--- src/hw/rtl/swgc_pkg.sv ---
// Shared constants and types for the sliding-window C/G fraction block.
`default_nettype none

package swgc_pkg;

    localparam int WINDOW    = 20;
    localparam int SLOT_W    = (WINDOW > 1) ? $clog2(WINDOW) : 1;
    localparam int CNT_W     = $clog2(WINDOW + 1);
    localparam int SEEN_W    = $clog2(WINDOW + 2);
    localparam int FRAC_W    = 16;
    localparam int STEP_W    = $clog2(FRAC_W);
    localparam int COUNT_W   = 5;
    localparam int QDEPTH    = 4;
    localparam int QPTR_W    = $clog2(QDEPTH);
    localparam int QCNT_W    = $clog2(QDEPTH + 1);
    localparam int SYMBOL_W  = 8;
    localparam int IN_DATA_W = 8;
    localparam int OUT_DATA_W = 32;

    typedef enum logic [1:0] {
        CLS_OTHER = 2'd0,
        CLS_AT    = 2'd1,
        CLS_GC    = 2'd2
    } swgc_class_t;

    typedef struct packed {
        logic [CNT_W-1:0] gc;
        logic [CNT_W-1:0] at;
    } swgc_counts_t;

endpackage

`default_nettype wire

--- src/hw/rtl/swgc_front.sv ---
// Front end: classifies each byte, keeps the class ring and running counts.
`default_nettype none

module swgc_front (
    input  wire logic                          clk,
    input  wire logic                          rst_n,
    input  wire logic                          accept,
    input  wire logic [swgc_pkg::SYMBOL_W-1:0] symbol,
    input  wire logic                          new_sequence,
    output logic                               push,
    output swgc_pkg::swgc_counts_t             push_counts
);
    import swgc_pkg::*;

    function automatic swgc_class_t classify(input logic [SYMBOL_W-1:0] b);
        swgc_class_t c;
        unique case (b)
            8'h41, 8'h61, 8'h54, 8'h74: c = CLS_AT;
            8'h43, 8'h63, 8'h47, 8'h67: c = CLS_GC;
            default:                    c = CLS_OTHER;
        endcase
        return c;
    endfunction

    swgc_class_t         ring_reg [WINDOW];
    logic [SLOT_W-1:0]   slot_reg, slot_next, base_slot;
    logic [SEEN_W-1:0]   seen_reg, seen_next, base_seen;
    logic [CNT_W-1:0]    gc_reg, gc_next, base_gc;
    logic [CNT_W-1:0]    at_reg, at_next, base_at;
    swgc_class_t         cls, old;

    always_comb
    begin
        cls       = classify(symbol);
        base_slot = new_sequence ? '0 : slot_reg;
        base_seen = new_sequence ? '0 : seen_reg;
        base_gc   = new_sequence ? '0 : gc_reg;
        base_at   = new_sequence ? '0 : at_reg;
        old       = new_sequence ? CLS_OTHER : ring_reg[slot_reg];

        gc_next = base_gc;
        at_next = base_at;
        if (old == CLS_AT && base_at != '0)
        begin
            at_next = base_at - CNT_W'(1);
        end
        else if (old == CLS_GC && base_gc != '0)
        begin
            gc_next = base_gc - CNT_W'(1);
        end
        if (cls == CLS_AT)
        begin
            at_next = at_next + CNT_W'(1);
        end
        else if (cls == CLS_GC)
        begin
            gc_next = gc_next + CNT_W'(1);
        end

        slot_next = (base_slot == SLOT_W'(WINDOW - 1)) ? '0 : base_slot + SLOT_W'(1);
        seen_next = (base_seen < SEEN_W'(WINDOW + 1)) ? base_seen + SEEN_W'(1) : base_seen;

        push           = accept && (seen_next > SEEN_W'(WINDOW));
        push_counts.gc = gc_next;
        push_counts.at = at_next;
    end

    always_ff @(posedge clk or negedge rst_n)
    begin
        if (!rst_n)
        begin
            for (int i = 0; i < WINDOW; i++)
            begin
                ring_reg[i] <= CLS_OTHER;
            end
            slot_reg <= '0;
            seen_reg <= '0;
            gc_reg   <= '0;
            at_reg   <= '0;
        end
        else if (accept)
        begin
            // A new sequence clears every other entry while the first byte lands in slot zero.
            for (int i = 0; i < WINDOW; i++)
            begin
                if (SLOT_W'(i) == base_slot)
                begin
                    ring_reg[i] <= cls;
                end
                else if (new_sequence)
                begin
                    ring_reg[i] <= CLS_OTHER;
                end
            end
            slot_reg <= slot_next;
            seen_reg <= seen_next;
            gc_reg   <= gc_next;
            at_reg   <= at_next;
        end
    end

endmodule

`default_nettype wire

--- src/hw/rtl/swgc_queue.sv ---
// Short queue of count pairs between the front end and the divider.
`default_nettype none

module swgc_queue (
    input  wire logic                   clk,
    input  wire logic                   rst_n,
    input  wire logic                   push,
    input  wire swgc_pkg::swgc_counts_t push_counts,
    input  wire logic                   pop,
    output logic                        full,
    output logic                        not_empty,
    output swgc_pkg::swgc_counts_t      head
);
    import swgc_pkg::*;

    swgc_counts_t        entry_reg [QDEPTH];
    logic [QPTR_W-1:0]   wr_reg, rd_reg;
    logic [QCNT_W-1:0]   count_reg;

    assign full      = (count_reg == QCNT_W'(QDEPTH));
    assign not_empty = (count_reg != '0);
    assign head      = entry_reg[rd_reg];

    always_ff @(posedge clk)
    begin
        if (push)
        begin
            entry_reg[wr_reg] <= push_counts;
        end
    end

    always_ff @(posedge clk or negedge rst_n)
    begin
        if (!rst_n)
        begin
            wr_reg    <= '0;
            rd_reg    <= '0;
            count_reg <= '0;
        end
        else
        begin
            if (push)
            begin
                wr_reg <= wr_reg + QPTR_W'(1);
            end
            if (pop)
            begin
                rd_reg <= rd_reg + QPTR_W'(1);
            end
            if (push && !pop)
            begin
                count_reg <= count_reg + QCNT_W'(1);
            end
            else if (pop && !push)
            begin
                count_reg <= count_reg - QCNT_W'(1);
            end
        end
    end

endmodule

`default_nettype wire

--- src/hw/rtl/swgc_divider.sv ---
// Back end: one quotient bit per cycle of gc*65536/(gc+at), zero when either count is zero, then holds the result.
`default_nettype none

module swgc_divider (
    input  wire logic                            clk,
    input  wire logic                            rst_n,
    input  wire logic                            q_not_empty,
    input  wire swgc_pkg::swgc_counts_t          q_head,
    output logic                                 q_pop,
    output logic                                 m_tvalid,
    input  wire logic                            m_tready,
    output logic [swgc_pkg::OUT_DATA_W-1:0]      m_tdata
);
    import swgc_pkg::*;

    typedef enum logic [1:0] {
        S_IDLE,
        S_DIV,
        S_OUT
    } state_t;

    state_t              state_reg;
    logic [CNT_W:0]      rem_reg;
    logic [CNT_W:0]      den_reg;
    logic [FRAC_W-1:0]   quo_reg;
    logic [STEP_W-1:0]   step_reg;
    logic                zero_reg;
    logic [CNT_W-1:0]    gc_reg, at_reg;
    logic [CNT_W+1:0]    rem_shift;
    logic                take;
    logic [CNT_W+COUNT_W-1:0] gc_wide, at_wide;
    logic [FRAC_W-1:0]   frac;

    assign q_pop     = (state_reg == S_IDLE) && q_not_empty;
    assign rem_shift = {rem_reg, 1'b0};
    assign take      = (rem_shift >= {1'b0, den_reg});
    assign m_tvalid  = (state_reg == S_OUT);
    assign gc_wide   = {{COUNT_W{1'b0}}, gc_reg};
    assign at_wide   = {{COUNT_W{1'b0}}, at_reg};
    assign frac      = zero_reg ? '0 : quo_reg;
    assign m_tdata   = OUT_DATA_W'({at_wide[COUNT_W-1:0], gc_wide[COUNT_W-1:0], frac});

    always_ff @(posedge clk or negedge rst_n)
    begin
        if (!rst_n)
        begin
            state_reg <= S_IDLE;
            step_reg  <= '0;
            rem_reg   <= '0;
            den_reg   <= '0;
            quo_reg   <= '0;
            zero_reg  <= 1'b0;
            gc_reg    <= '0;
            at_reg    <= '0;
        end
        else
        begin
            unique case (state_reg)
                S_IDLE:
                begin
                    if (q_not_empty)
                    begin
                        state_reg <= S_DIV;
                        step_reg  <= '0;
                        rem_reg   <= {1'b0, q_head.gc};
                        den_reg   <= {1'b0, q_head.gc} + {1'b0, q_head.at};
                        quo_reg   <= '0;
                        zero_reg  <= (q_head.gc == '0) || (q_head.at == '0);
                        gc_reg    <= q_head.gc;
                        at_reg    <= q_head.at;
                    end
                end
                S_DIV:
                begin
                    // The remainder never exceeds the divisor, so it always fits back.
                    if (take)
                    begin
                        rem_reg <= (CNT_W+1)'(rem_shift - {1'b0, den_reg});
                    end
                    else
                    begin
                        rem_reg <= rem_shift[CNT_W:0];
                    end
                    quo_reg  <= {quo_reg[FRAC_W-2:0], take};
                    step_reg <= step_reg + STEP_W'(1);
                    if (step_reg == STEP_W'(FRAC_W - 1))
                    begin
                        state_reg <= S_OUT;
                    end
                end
                S_OUT:
                begin
                    if (m_tready)
                    begin
                        state_reg <= S_IDLE;
                    end
                end
                default:
                begin
                    state_reg <= S_IDLE;
                end
            endcase
        end
    end

endmodule

`default_nettype wire

--- src/hw/rtl/sliding_window_gc_fraction.sv ---
// Top level of the sliding-window C/G fraction block.
//
//  Group  Dir  Field bits (lowest first)                       Transaction
//  s_*    in   tdata: symbol[7:0]; tuser: new_sequence[0]      s_tvalid & s_tready
//  m_*    out  tdata: gc_fraction[15:0], gc_count[20:16],      m_tvalid & m_tready
//              at_count[25:21], zeros[31:26]
//
// The front end takes a byte in every cycle while its four-entry queue has room.
// The divider loads a count pair, works out 16 quotient bits and then presents the
// result until it is taken, so it takes a new pair only once the last result is gone.
// Reset clears the ring, counts, queue and divider state at once; no clearing pass.
// A stalled output holds the divider, and the queue absorbs count pairs until full.
`default_nettype none

module sliding_window_gc_fraction (
    input  wire logic                              clk,
    input  wire logic                              rst_n,
    input  wire logic                              s_tvalid,
    output logic                                   s_tready,
    input  wire logic [swgc_pkg::IN_DATA_W-1:0]    s_tdata,  // symbol[7:0]
    input  wire logic                              s_tuser,  // new_sequence
    output logic                                   m_tvalid,
    input  wire logic                              m_tready,
    output logic [swgc_pkg::OUT_DATA_W-1:0]        m_tdata   // gc_fraction, gc_count, at_count
);
    import swgc_pkg::*;

    logic          accept;
    logic          push;
    swgc_counts_t  push_counts;
    logic          q_full;
    logic          q_not_empty;
    logic          q_pop;
    swgc_counts_t  q_head;

    assign s_tready = !q_full;
    assign accept   = s_tvalid && s_tready;

    swgc_front u_front (
        .clk          (clk),
        .rst_n        (rst_n),
        .accept       (accept),
        .symbol       (s_tdata[SYMBOL_W-1:0]),
        .new_sequence (s_tuser),
        .push         (push),
        .push_counts  (push_counts)
    );

    swgc_queue u_queue (
        .clk         (clk),
        .rst_n       (rst_n),
        .push        (push),
        .push_counts (push_counts),
        .pop         (q_pop),
        .full        (q_full),
        .not_empty   (q_not_empty),
        .head        (q_head)
    );

    swgc_divider u_divider (
        .clk         (clk),
        .rst_n       (rst_n),
        .q_not_empty (q_not_empty),
        .q_head      (q_head),
        .q_pop       (q_pop),
        .m_tvalid    (m_tvalid),
        .m_tready    (m_tready),
        .m_tdata     (m_tdata)
    );

endmodule

`default_nettype wire

--- config.mk ---
export PLATFORM = sky130hd
export DESIGN_NAME = sliding_window_gc_fraction
export DESIGN_NICKNAME = d
export VERILOG_FILES = /design/src/hw/rtl/swgc_pkg.sv /design/src/hw/rtl/swgc_front.sv /design/src/hw/rtl/swgc_queue.sv /design/src/hw/rtl/swgc_divider.sv /design/src/hw/rtl/sliding_window_gc_fraction.sv
export SDC_FILE = /design/constraint.sdc
export NUM_CORES = 1
export LEC_CHECK = 0
export BUFFER_PORTS_ARGS = -buffer_cell sky130_fd_sc_hd__buf_2
export CAP_MARGIN = 20
export CORE_MARGIN = 2
export CORE_UTILIZATION = 56
export DETAILED_ROUTE_END_ITERATION = 12
export PLACE_DENSITY = 0.74
export SLEW_MARGIN = 15
export SYNTH_ARGS = -nofsm -noshare
export SYNTH_HDL_FRONTEND = slang
export SYNTH_SLANG_ARGS = --single-unit
--- constraint.sdc ---
create_clock -name clk -period 9.9 [get_ports clk]
set_clock_uncertainty 0.1 [all_clocks]
set_input_delay 0.495 -clock clk [delete_from_list [all_inputs] [get_ports clk]]
set_output_delay 0.495 -clock clk [all_outputs]
set_load 0.02 [all_outputs]
==> results of run 1 <==
-- area by class of cell --
cell class,count,area [µm²]
clock buffer,18,429
clock inverter,14,180
fill,1097,5030
inverter,30,113
multi-input combinational,537,3530
sequential,152,4000
tap,180,225
timing repair buffer,45,265
-- through the flow --
step,hold WS [ns],util (%),instances
after floorplan,0.0994,-,766
after global placement,0.354,58.8,942
after detailed placement,0.360,59.0,943
after CTS,0.262,63.5,976
after global routing,0.289,63.5,976
final,0.285,63.5,976
-- timing repair --
item	4_1_cts	5_1_grt
hold buffers	1	0
gates resized for setup	0	0
endpoints found under the hold margin	35	0
setup buffers	0	0
-- kinds of logic (layout without fill, tap and decap cells) --
logic type                 count (synthesis)  in the layout  synth area share, %
and+or+nand+nor                          278            278                 16.7
DFF                                      152            152                 51.1
AOI/OAI and AO/OA                        148            148                 11.3
buffers and inverters                     77            107                 4.17
muxes                                     48             48                 8.54
adders and majority gates                 30             30                 5.08
xor gates and xnor gates                  27             27                 3.02
other                                      1              6               0.0479
-- cells in the final DEF, fill, tap and decap left out, types with 3 or more instances in the layout --
cell       count
nand2_1      116
dfrtp_1      112
o21ai_0       87
nand3_1       60
edfxtp_1      40
buf_2         38
inv_1         30
nor2_1        29
ha_1          27
nor2b_1       26
mux2i_1       23
xnor2_1       18
clkbuf_16     17
a21oi_1       15
mux4_2        14
mux2_2        11
nor3_1         9
xor2_1         9
and2_1         8
conb_1         6
and3_1         5
a22oi_1        5
o31ai_1        5
o211ai_1       5
buf_4          5
a22o_1         4
nand4_1        4
nor4_1         4
bufinv_16      4
clkinv_2       4
nand2b_1       3
or4_1          3
a31oi_1        3
a21o_1         3
fa_1           3
-- how the worst min path moves through the flow --
stage                                    start                                 end  slack, ns  cells after the start
2_1_floorplan                            rst_n     u_divider.at_reg[0]$_DFFE_PN0P_        0.1                      0
3_3_place_gp   u_divider.gc_reg[4]$_DFFE_PN0P_     u_divider.gc_reg[4]$_DFFE_PN0P_       0.35                      2
3_5_place_dp   u_divider.gc_reg[1]$_DFFE_PN0P_     u_divider.gc_reg[1]$_DFFE_PN0P_       0.36                      2
4_1_cts                               m_tready  u_divider.state_reg[1]$_DFFE_PN0P_       0.26                      3
5_1_grt                               m_tready  u_divider.state_reg[1]$_DFFE_PN0P_       0.29                      3
6_report                              m_tready  u_divider.state_reg[1]$_DFFE_PN0P_       0.29                      3
-- worst reg2reg max path: stages (launching register included) --
cell	delay, ns
dfrtp_1	1.06
mux4_2	0.63
nor2_1	0.11
o31a_1	0.17
and2_1	0.41
and3_1	0.32
mux2i_1	0.29
ha_1	0.19
nand2_1	0.09
xnor2_1	0.32
mux2_2	0.38
a21oi_1	0.14
-- layer usage --
| layer | GRT usage (%) | share of wire [%] |
|---|---|---|
| met1 | 30.2 | 45 |
| met2 | 39.5 | 50 |
| met3 | 5.07 | 4.3 |
| met4 | 9.05 | 1.5 |
| met5 | 0 | 0 |
-- report_power, final --
part	leakage, nW	internal (mW)	switching (mW)
Combinational	1.59	0.355	0.502
Clock	0.295	0.419	0.252
Sequential	1.82	0.761	0.146
==> flow_summary.yaml, run 1 <==
run:
  cap_violations: 0
worst_setup_path:
  r2r_setup_slack_ns: 5.61
  path_delay_family: "multiplexers"
  timing.critical_path.from_type: "flip-flop"
  crit_path_end: "u_front.at_reg[2]$_DFFE_PN0P_"
  cpMaxStageDelayCell: "dfrtp_1"
  cp_cell_sequence: "mux4_2, nor2_1, o31a_1, and2_1, and3_1, mux2i_1, ha_1, nand2_1, xnor2_1, mux2_2, a21oi_1"
  path_class: "flip-flop to flip-flop"
  r2r-start: "u_front.slot_reg[0]$_DFFE_PN0P_"
  reg2reg_to: "u_front.at_reg[2]$_DFFE_PN0P_"
  cpPeakStageDelay_ns: 1.06
  r2r.worst_path.cells: 11
  endpoint_kind: "flip-flop"
  cp_max_fo: 19
  worstPathArrival_ns: 4.53
  cp_num_cells: 11
  required_ns: 10.15
  crit_buf_inv: 0
  worstSetupStartpoint: "u_front.slot_reg[0]$_DFFE_PN0P_"
route:
  viasPerCell: 5.89
  num_vias: 5748
  first_pass_iters: 5
  dr.first_iter.drc_count: 423
  drtAntennaViolNets: 0
  wl_per_cell_um: 16.8
  remaining_drc_errors: 0
  routed_wl_mm: 16.4
global_route:
  grt_antenna_before_repair: 0
  grt_pass1_vias: 5722
  grt_pass1_wl_mm: 27.5
  grt_max_degree: 78
  grt_overflow: 0
  track_usage_pct: 23.6
floorplan:
  dieArea_mm2: 0.0150
  rows: 43
  start_util_pct: 56.9
  fp.dieH_um: 122
  top_level_ports: 47
  coreArea_mm2: 0.0138
  dieWidth_um: 122
power:
  finalPower_mw: 2.44
  peakVddDrop_v: 0.000181
  power_density_mw_per_mm2: 278
  leakagePower_nw: 3.70
cts:
  cts_tree: "yes"
  cts_root_buffer: "clkbuf_16"
  cts_buffers: 17
  cts_num_sinks: 152
  cts_max_path_buffers: 2
  clock_latency_ns: 0.42
  htree_levels: 4
  clkTransAtPathRegs_ns: 0.06
timing:
  hold_viol: 0
  finalSetupTns_ns: 0
  period_needed_ns: 4.29
  layout_setup_ws_ns: 5.61
  final.period_utilization_pct: 43.3
  maxSlewViolCount: 0
  rsz0062_at_grt: "no"
  finalSetupViolCount: 0
  slew_headroom_pct: 28.2
  max_freq_mhz: 233
  worstMarginPinSlew_ns: 1.08
cells_and_area:
  drive_above_1_share_pct: 13.3
  finalInstanceArea_mm2: 0.00874
  n_antenna_cell: 0
  area_growth_pct: 11.6
  nets: 826
synth:
  synth.top_cell.area_share_pct: 35.8
  synth_most_common_cell: "nand2_1"
  synth.area.top_cells: "dfrtp_1 36%, edfxtp_1 15%, o21ai_0 5.6%"
  syn_inst: 761
  synth_warnings: 0
  syn_avg_cell_area_um2: 10.3
  ys_seq_area_share_pct: 51.1
  yosys_register_bits: 152
  synth_area_mm2: 0.00784
  ys.flop_type: "dfrtp_1"
  synth_cell_types: 62
  synth_edf_count: 40
  synth-async-reset-ratio_pct: 73.7
  synth_common_cells: "116 x nand2_1, 112 x dfrtp_1, 87 x o21ai_0, 60 x nand3_1, 40 x edfxtp_1"
  yosysTopAreaCell: "dfrtp_1"
place:
  dpl_cell_area_mm2: 0.00813
  dp_slack_ns: 5.67
  dp_hpwl_mm: 11.0
  port_buffers: 39
  gp_congestion: 0.929
min_path:
  hold_class: "input port to flip-flop"
run_status:
  status: "completed"
Note: power is estimated with default switching activity, not from simulation.
==> run 2: changes to the inputs <==
--- a/config.mk
+++ b/config.mk
@@ -8,9 +8,9 @@
 export BUFFER_PORTS_ARGS = -buffer_cell sky130_fd_sc_hd__buf_2
 export CAP_MARGIN = 20
 export CORE_MARGIN = 2
-export CORE_UTILIZATION = 56
+export CORE_UTILIZATION = 55
 export DETAILED_ROUTE_END_ITERATION = 12
-export PLACE_DENSITY = 0.74
+export PLACE_DENSITY = 0.76
 export SLEW_MARGIN = 15
 export SYNTH_ARGS = -nofsm -noshare
 export SYNTH_HDL_FRONTEND = slang
==> constraint.sdc (replaced) <==
create_clock -name clk -period 3.9 [get_ports clk]
set_clock_uncertainty 0.1 [all_clocks]
set_input_delay 0.195 -clock clk [delete_from_list [all_inputs] [get_ports clk]]
set_output_delay 0.195 -clock clk [all_outputs]
set_load 0.02 [all_outputs]
==> flow_summary.yaml, run 2 (same netlist as run 1, synthesis figures left out) <==
cells_and_area:
  area_growth_pct: 12.1
  multi_input_comb_area_mm2: 0.00353
  nets: 838
  n_antenna_cell: 0
  layout_common_cells: "116 x nand2_1, 112 x dfrtp_1, 87 x o21ai_0"
  finalInstanceArea_mm2: 0.00878
  drive_above_1_share_pct: 14.6
  layout_commonest_cell: "nand2_1"
  nFillCells: 1063
  layout.area.seq_mm2: 0.00400
global_route:
  grt_overflow: 0
  grt_max_degree: 46
  grt_pass1_vias: 5827
  track_usage_pct: 23.3
  grt_pass1_wl_mm: 27.6
  grt_antenna_before_repair: 0
timing:
  finalSetupViolCount: 0
  max_freq_mhz: 285
  rsz0062_at_grt: "no"
  final.period_utilization_pct: 90.1
  hold_viol: 0
  finalSetupTns_ns: 0
  slew_headroom_pct: 33.4
  maxSlewViolCount: 0
  worstMarginPinSlew_ns: 0.999
  period_needed_ns: 3.51
cts:
  clock_latency_ns: 0.42
  clkTransAtPathRegs_ns: 0.06
  cts_buffers: 17
  cts_root_buffer: "clkbuf_16"
  cts_num_sinks: 152
  cts_tree: "yes"
  post-cts-setup-buffers: 0
  cts_resized: 0
  cts_max_path_buffers: 2
  postCtsHoldBufs: 3
  htree_levels: 4
worst_setup_path:
  path_class: "input port to flip-flop"
  timing.critical_path.from_type: "input port"
  r2r_setup_slack_ns: 0.55
  worstPathArrival_ns: 3.77
  endpoint_kind: "flip-flop"
  reg2reg_to: "u_front.at_reg[2]$_DFFE_PN0P_"
  required_ns: 4.15
  r2r-start: "u_front.slot_reg[0]$_DFFE_PN0P_"
  r2r.worst_path.cells: 12
  cp_max_fo: 12
run:
  cap_violations: 0
power:
  leakagePower_nw: 3.73
  power_density_mw_per_mm2: 687
  peakVddDrop_v: 0.000308
route:
  met2_length_mm: 8.17
  wl_per_cell_um: 16.6
  remaining_drc_errors: 0
  first_pass_iters: 5
  met3WireLength_um: 700
  drt-met1-wl_mm: 7.11
  viasPerCell: 5.90
  num_vias: 5829
  drtAntennaViolNets: 0
  topRoutingLayerUsed: "met4"
  dr.first_iter.drc_count: 429
  routed_wl_mm: 16.4
floorplan:
  fp.dieH_um: 123
  start_util_pct: 56.4
  rows: 43
  dieArea_mm2: 0.0152
  top_level_ports: 47
  coreArea_mm2: 0.0139
  dieWidth_um: 123
place:
  port_buffers: 39
  dpl_cell_area_mm2: 0.00821
  gp_congestion: 0.928
  dp_hpwl_mm: 11.1
min_path:
  hold_class: "input port to flip-flop"
  hold_path.startpoint: "s_tdata[4]"
  hold_end: "u_front.gc_reg[0]$_DFFE_PN0P_"
  whs_path_depth: 3
run_status:
  status: "completed"
==> run 2: cell count changes in the layout (fill, tap and decap cells not counted), sizes merged <==
cell / before / now
dlygate4sd3: 1 / 3
clkinvlp: 2 / 3
bufinv: 4 / 0
buf: 44 / 54
clkbuf: 18 / 21
==> run 2: final cells by class <==
type | count | area share, %
clock buffer | 21 | 5.29
multi-input combinational | 537 | 40.2
tap | 180 | 2.56
sequential | 152 | 45.6
inverter | 30 | 1.28
clock inverter | 11 | 0.855
timing repair buffer | 57 | 4.25
==> run 2: power breakdown <==
| group | total [mW] | internal, mW | leakage, nW | switching, mW |
|---|---|---|---|---|
| clock | 1.49 | 0.851 | 0.263 | 0.639 |
| sequential | 2.24 | 1.93 | 1.82 | 0.305 |
| combinational | 2.30 | 0.958 | 1.65 | 1.35 |
| total | 6.03 | 3.74 | 3.73 | 2.29 |
==> run 2: worst max-delay path, stage by stage <==
cell           delay [ns]
dlygate4sd3_1        0.53
buf_2                0.17
inv_1                0.35
nand2_1              0.20
ha_1                 0.27
and3_1               0.20
a21oi_1              0.19
and3_1               0.28
mux2i_1              0.29
ha_1                 0.19
nand2_1              0.08
xnor2_1              0.31
mux2_2               0.37
a21oi_1              0.13
==> run 2: per-stage QoR <==
stage               total power, mW  hold WS [ns]  cells  worst slack, ns  utilization [%]
floorplan                      3.90        -0.201    766            0.113                -
global placement               4.41         0.122    952            0.605             59.0
detailed placement             4.54         0.131    953            0.579             59.2
CTS                            6.06        0.0663    988            0.409             63.3
global route                   6.43         0.125    988            0.154             63.3
finish                         6.03        0.0763    988            0.386             63.3
==> run 2: how the worst max path moves through the flow <==
stage | start | to | cells after the start
floorplan | s_tuser | u_queue.count_reg[2]$_DFFE_PN0P_ | 15
global placement | u_front.slot_reg[0]$_DFFE_PN0P_ | u_front.at_reg[2]$_DFFE_PN0P_ | 12
detailed placement | s_tuser | u_front.gc_reg[4]$_DFFE_PN0P_ | 11
CTS | s_tuser | u_front.gc_reg[4]$_DFFE_PN0P_ | 12
global route | s_tuser | u_front.gc_reg[4]$_DFFE_PN0P_ | 12
finish | s_tuser | u_front.at_reg[2]$_DFFE_PN0P_ | 14
==> run 2: metal layers <==
layer	vias to the layer above	global-route usage (%)
met5	-	0
met4	0	10.1
met3	38	5.49
met2	173	38.1
met1	2858	29.8
li1	2760	-
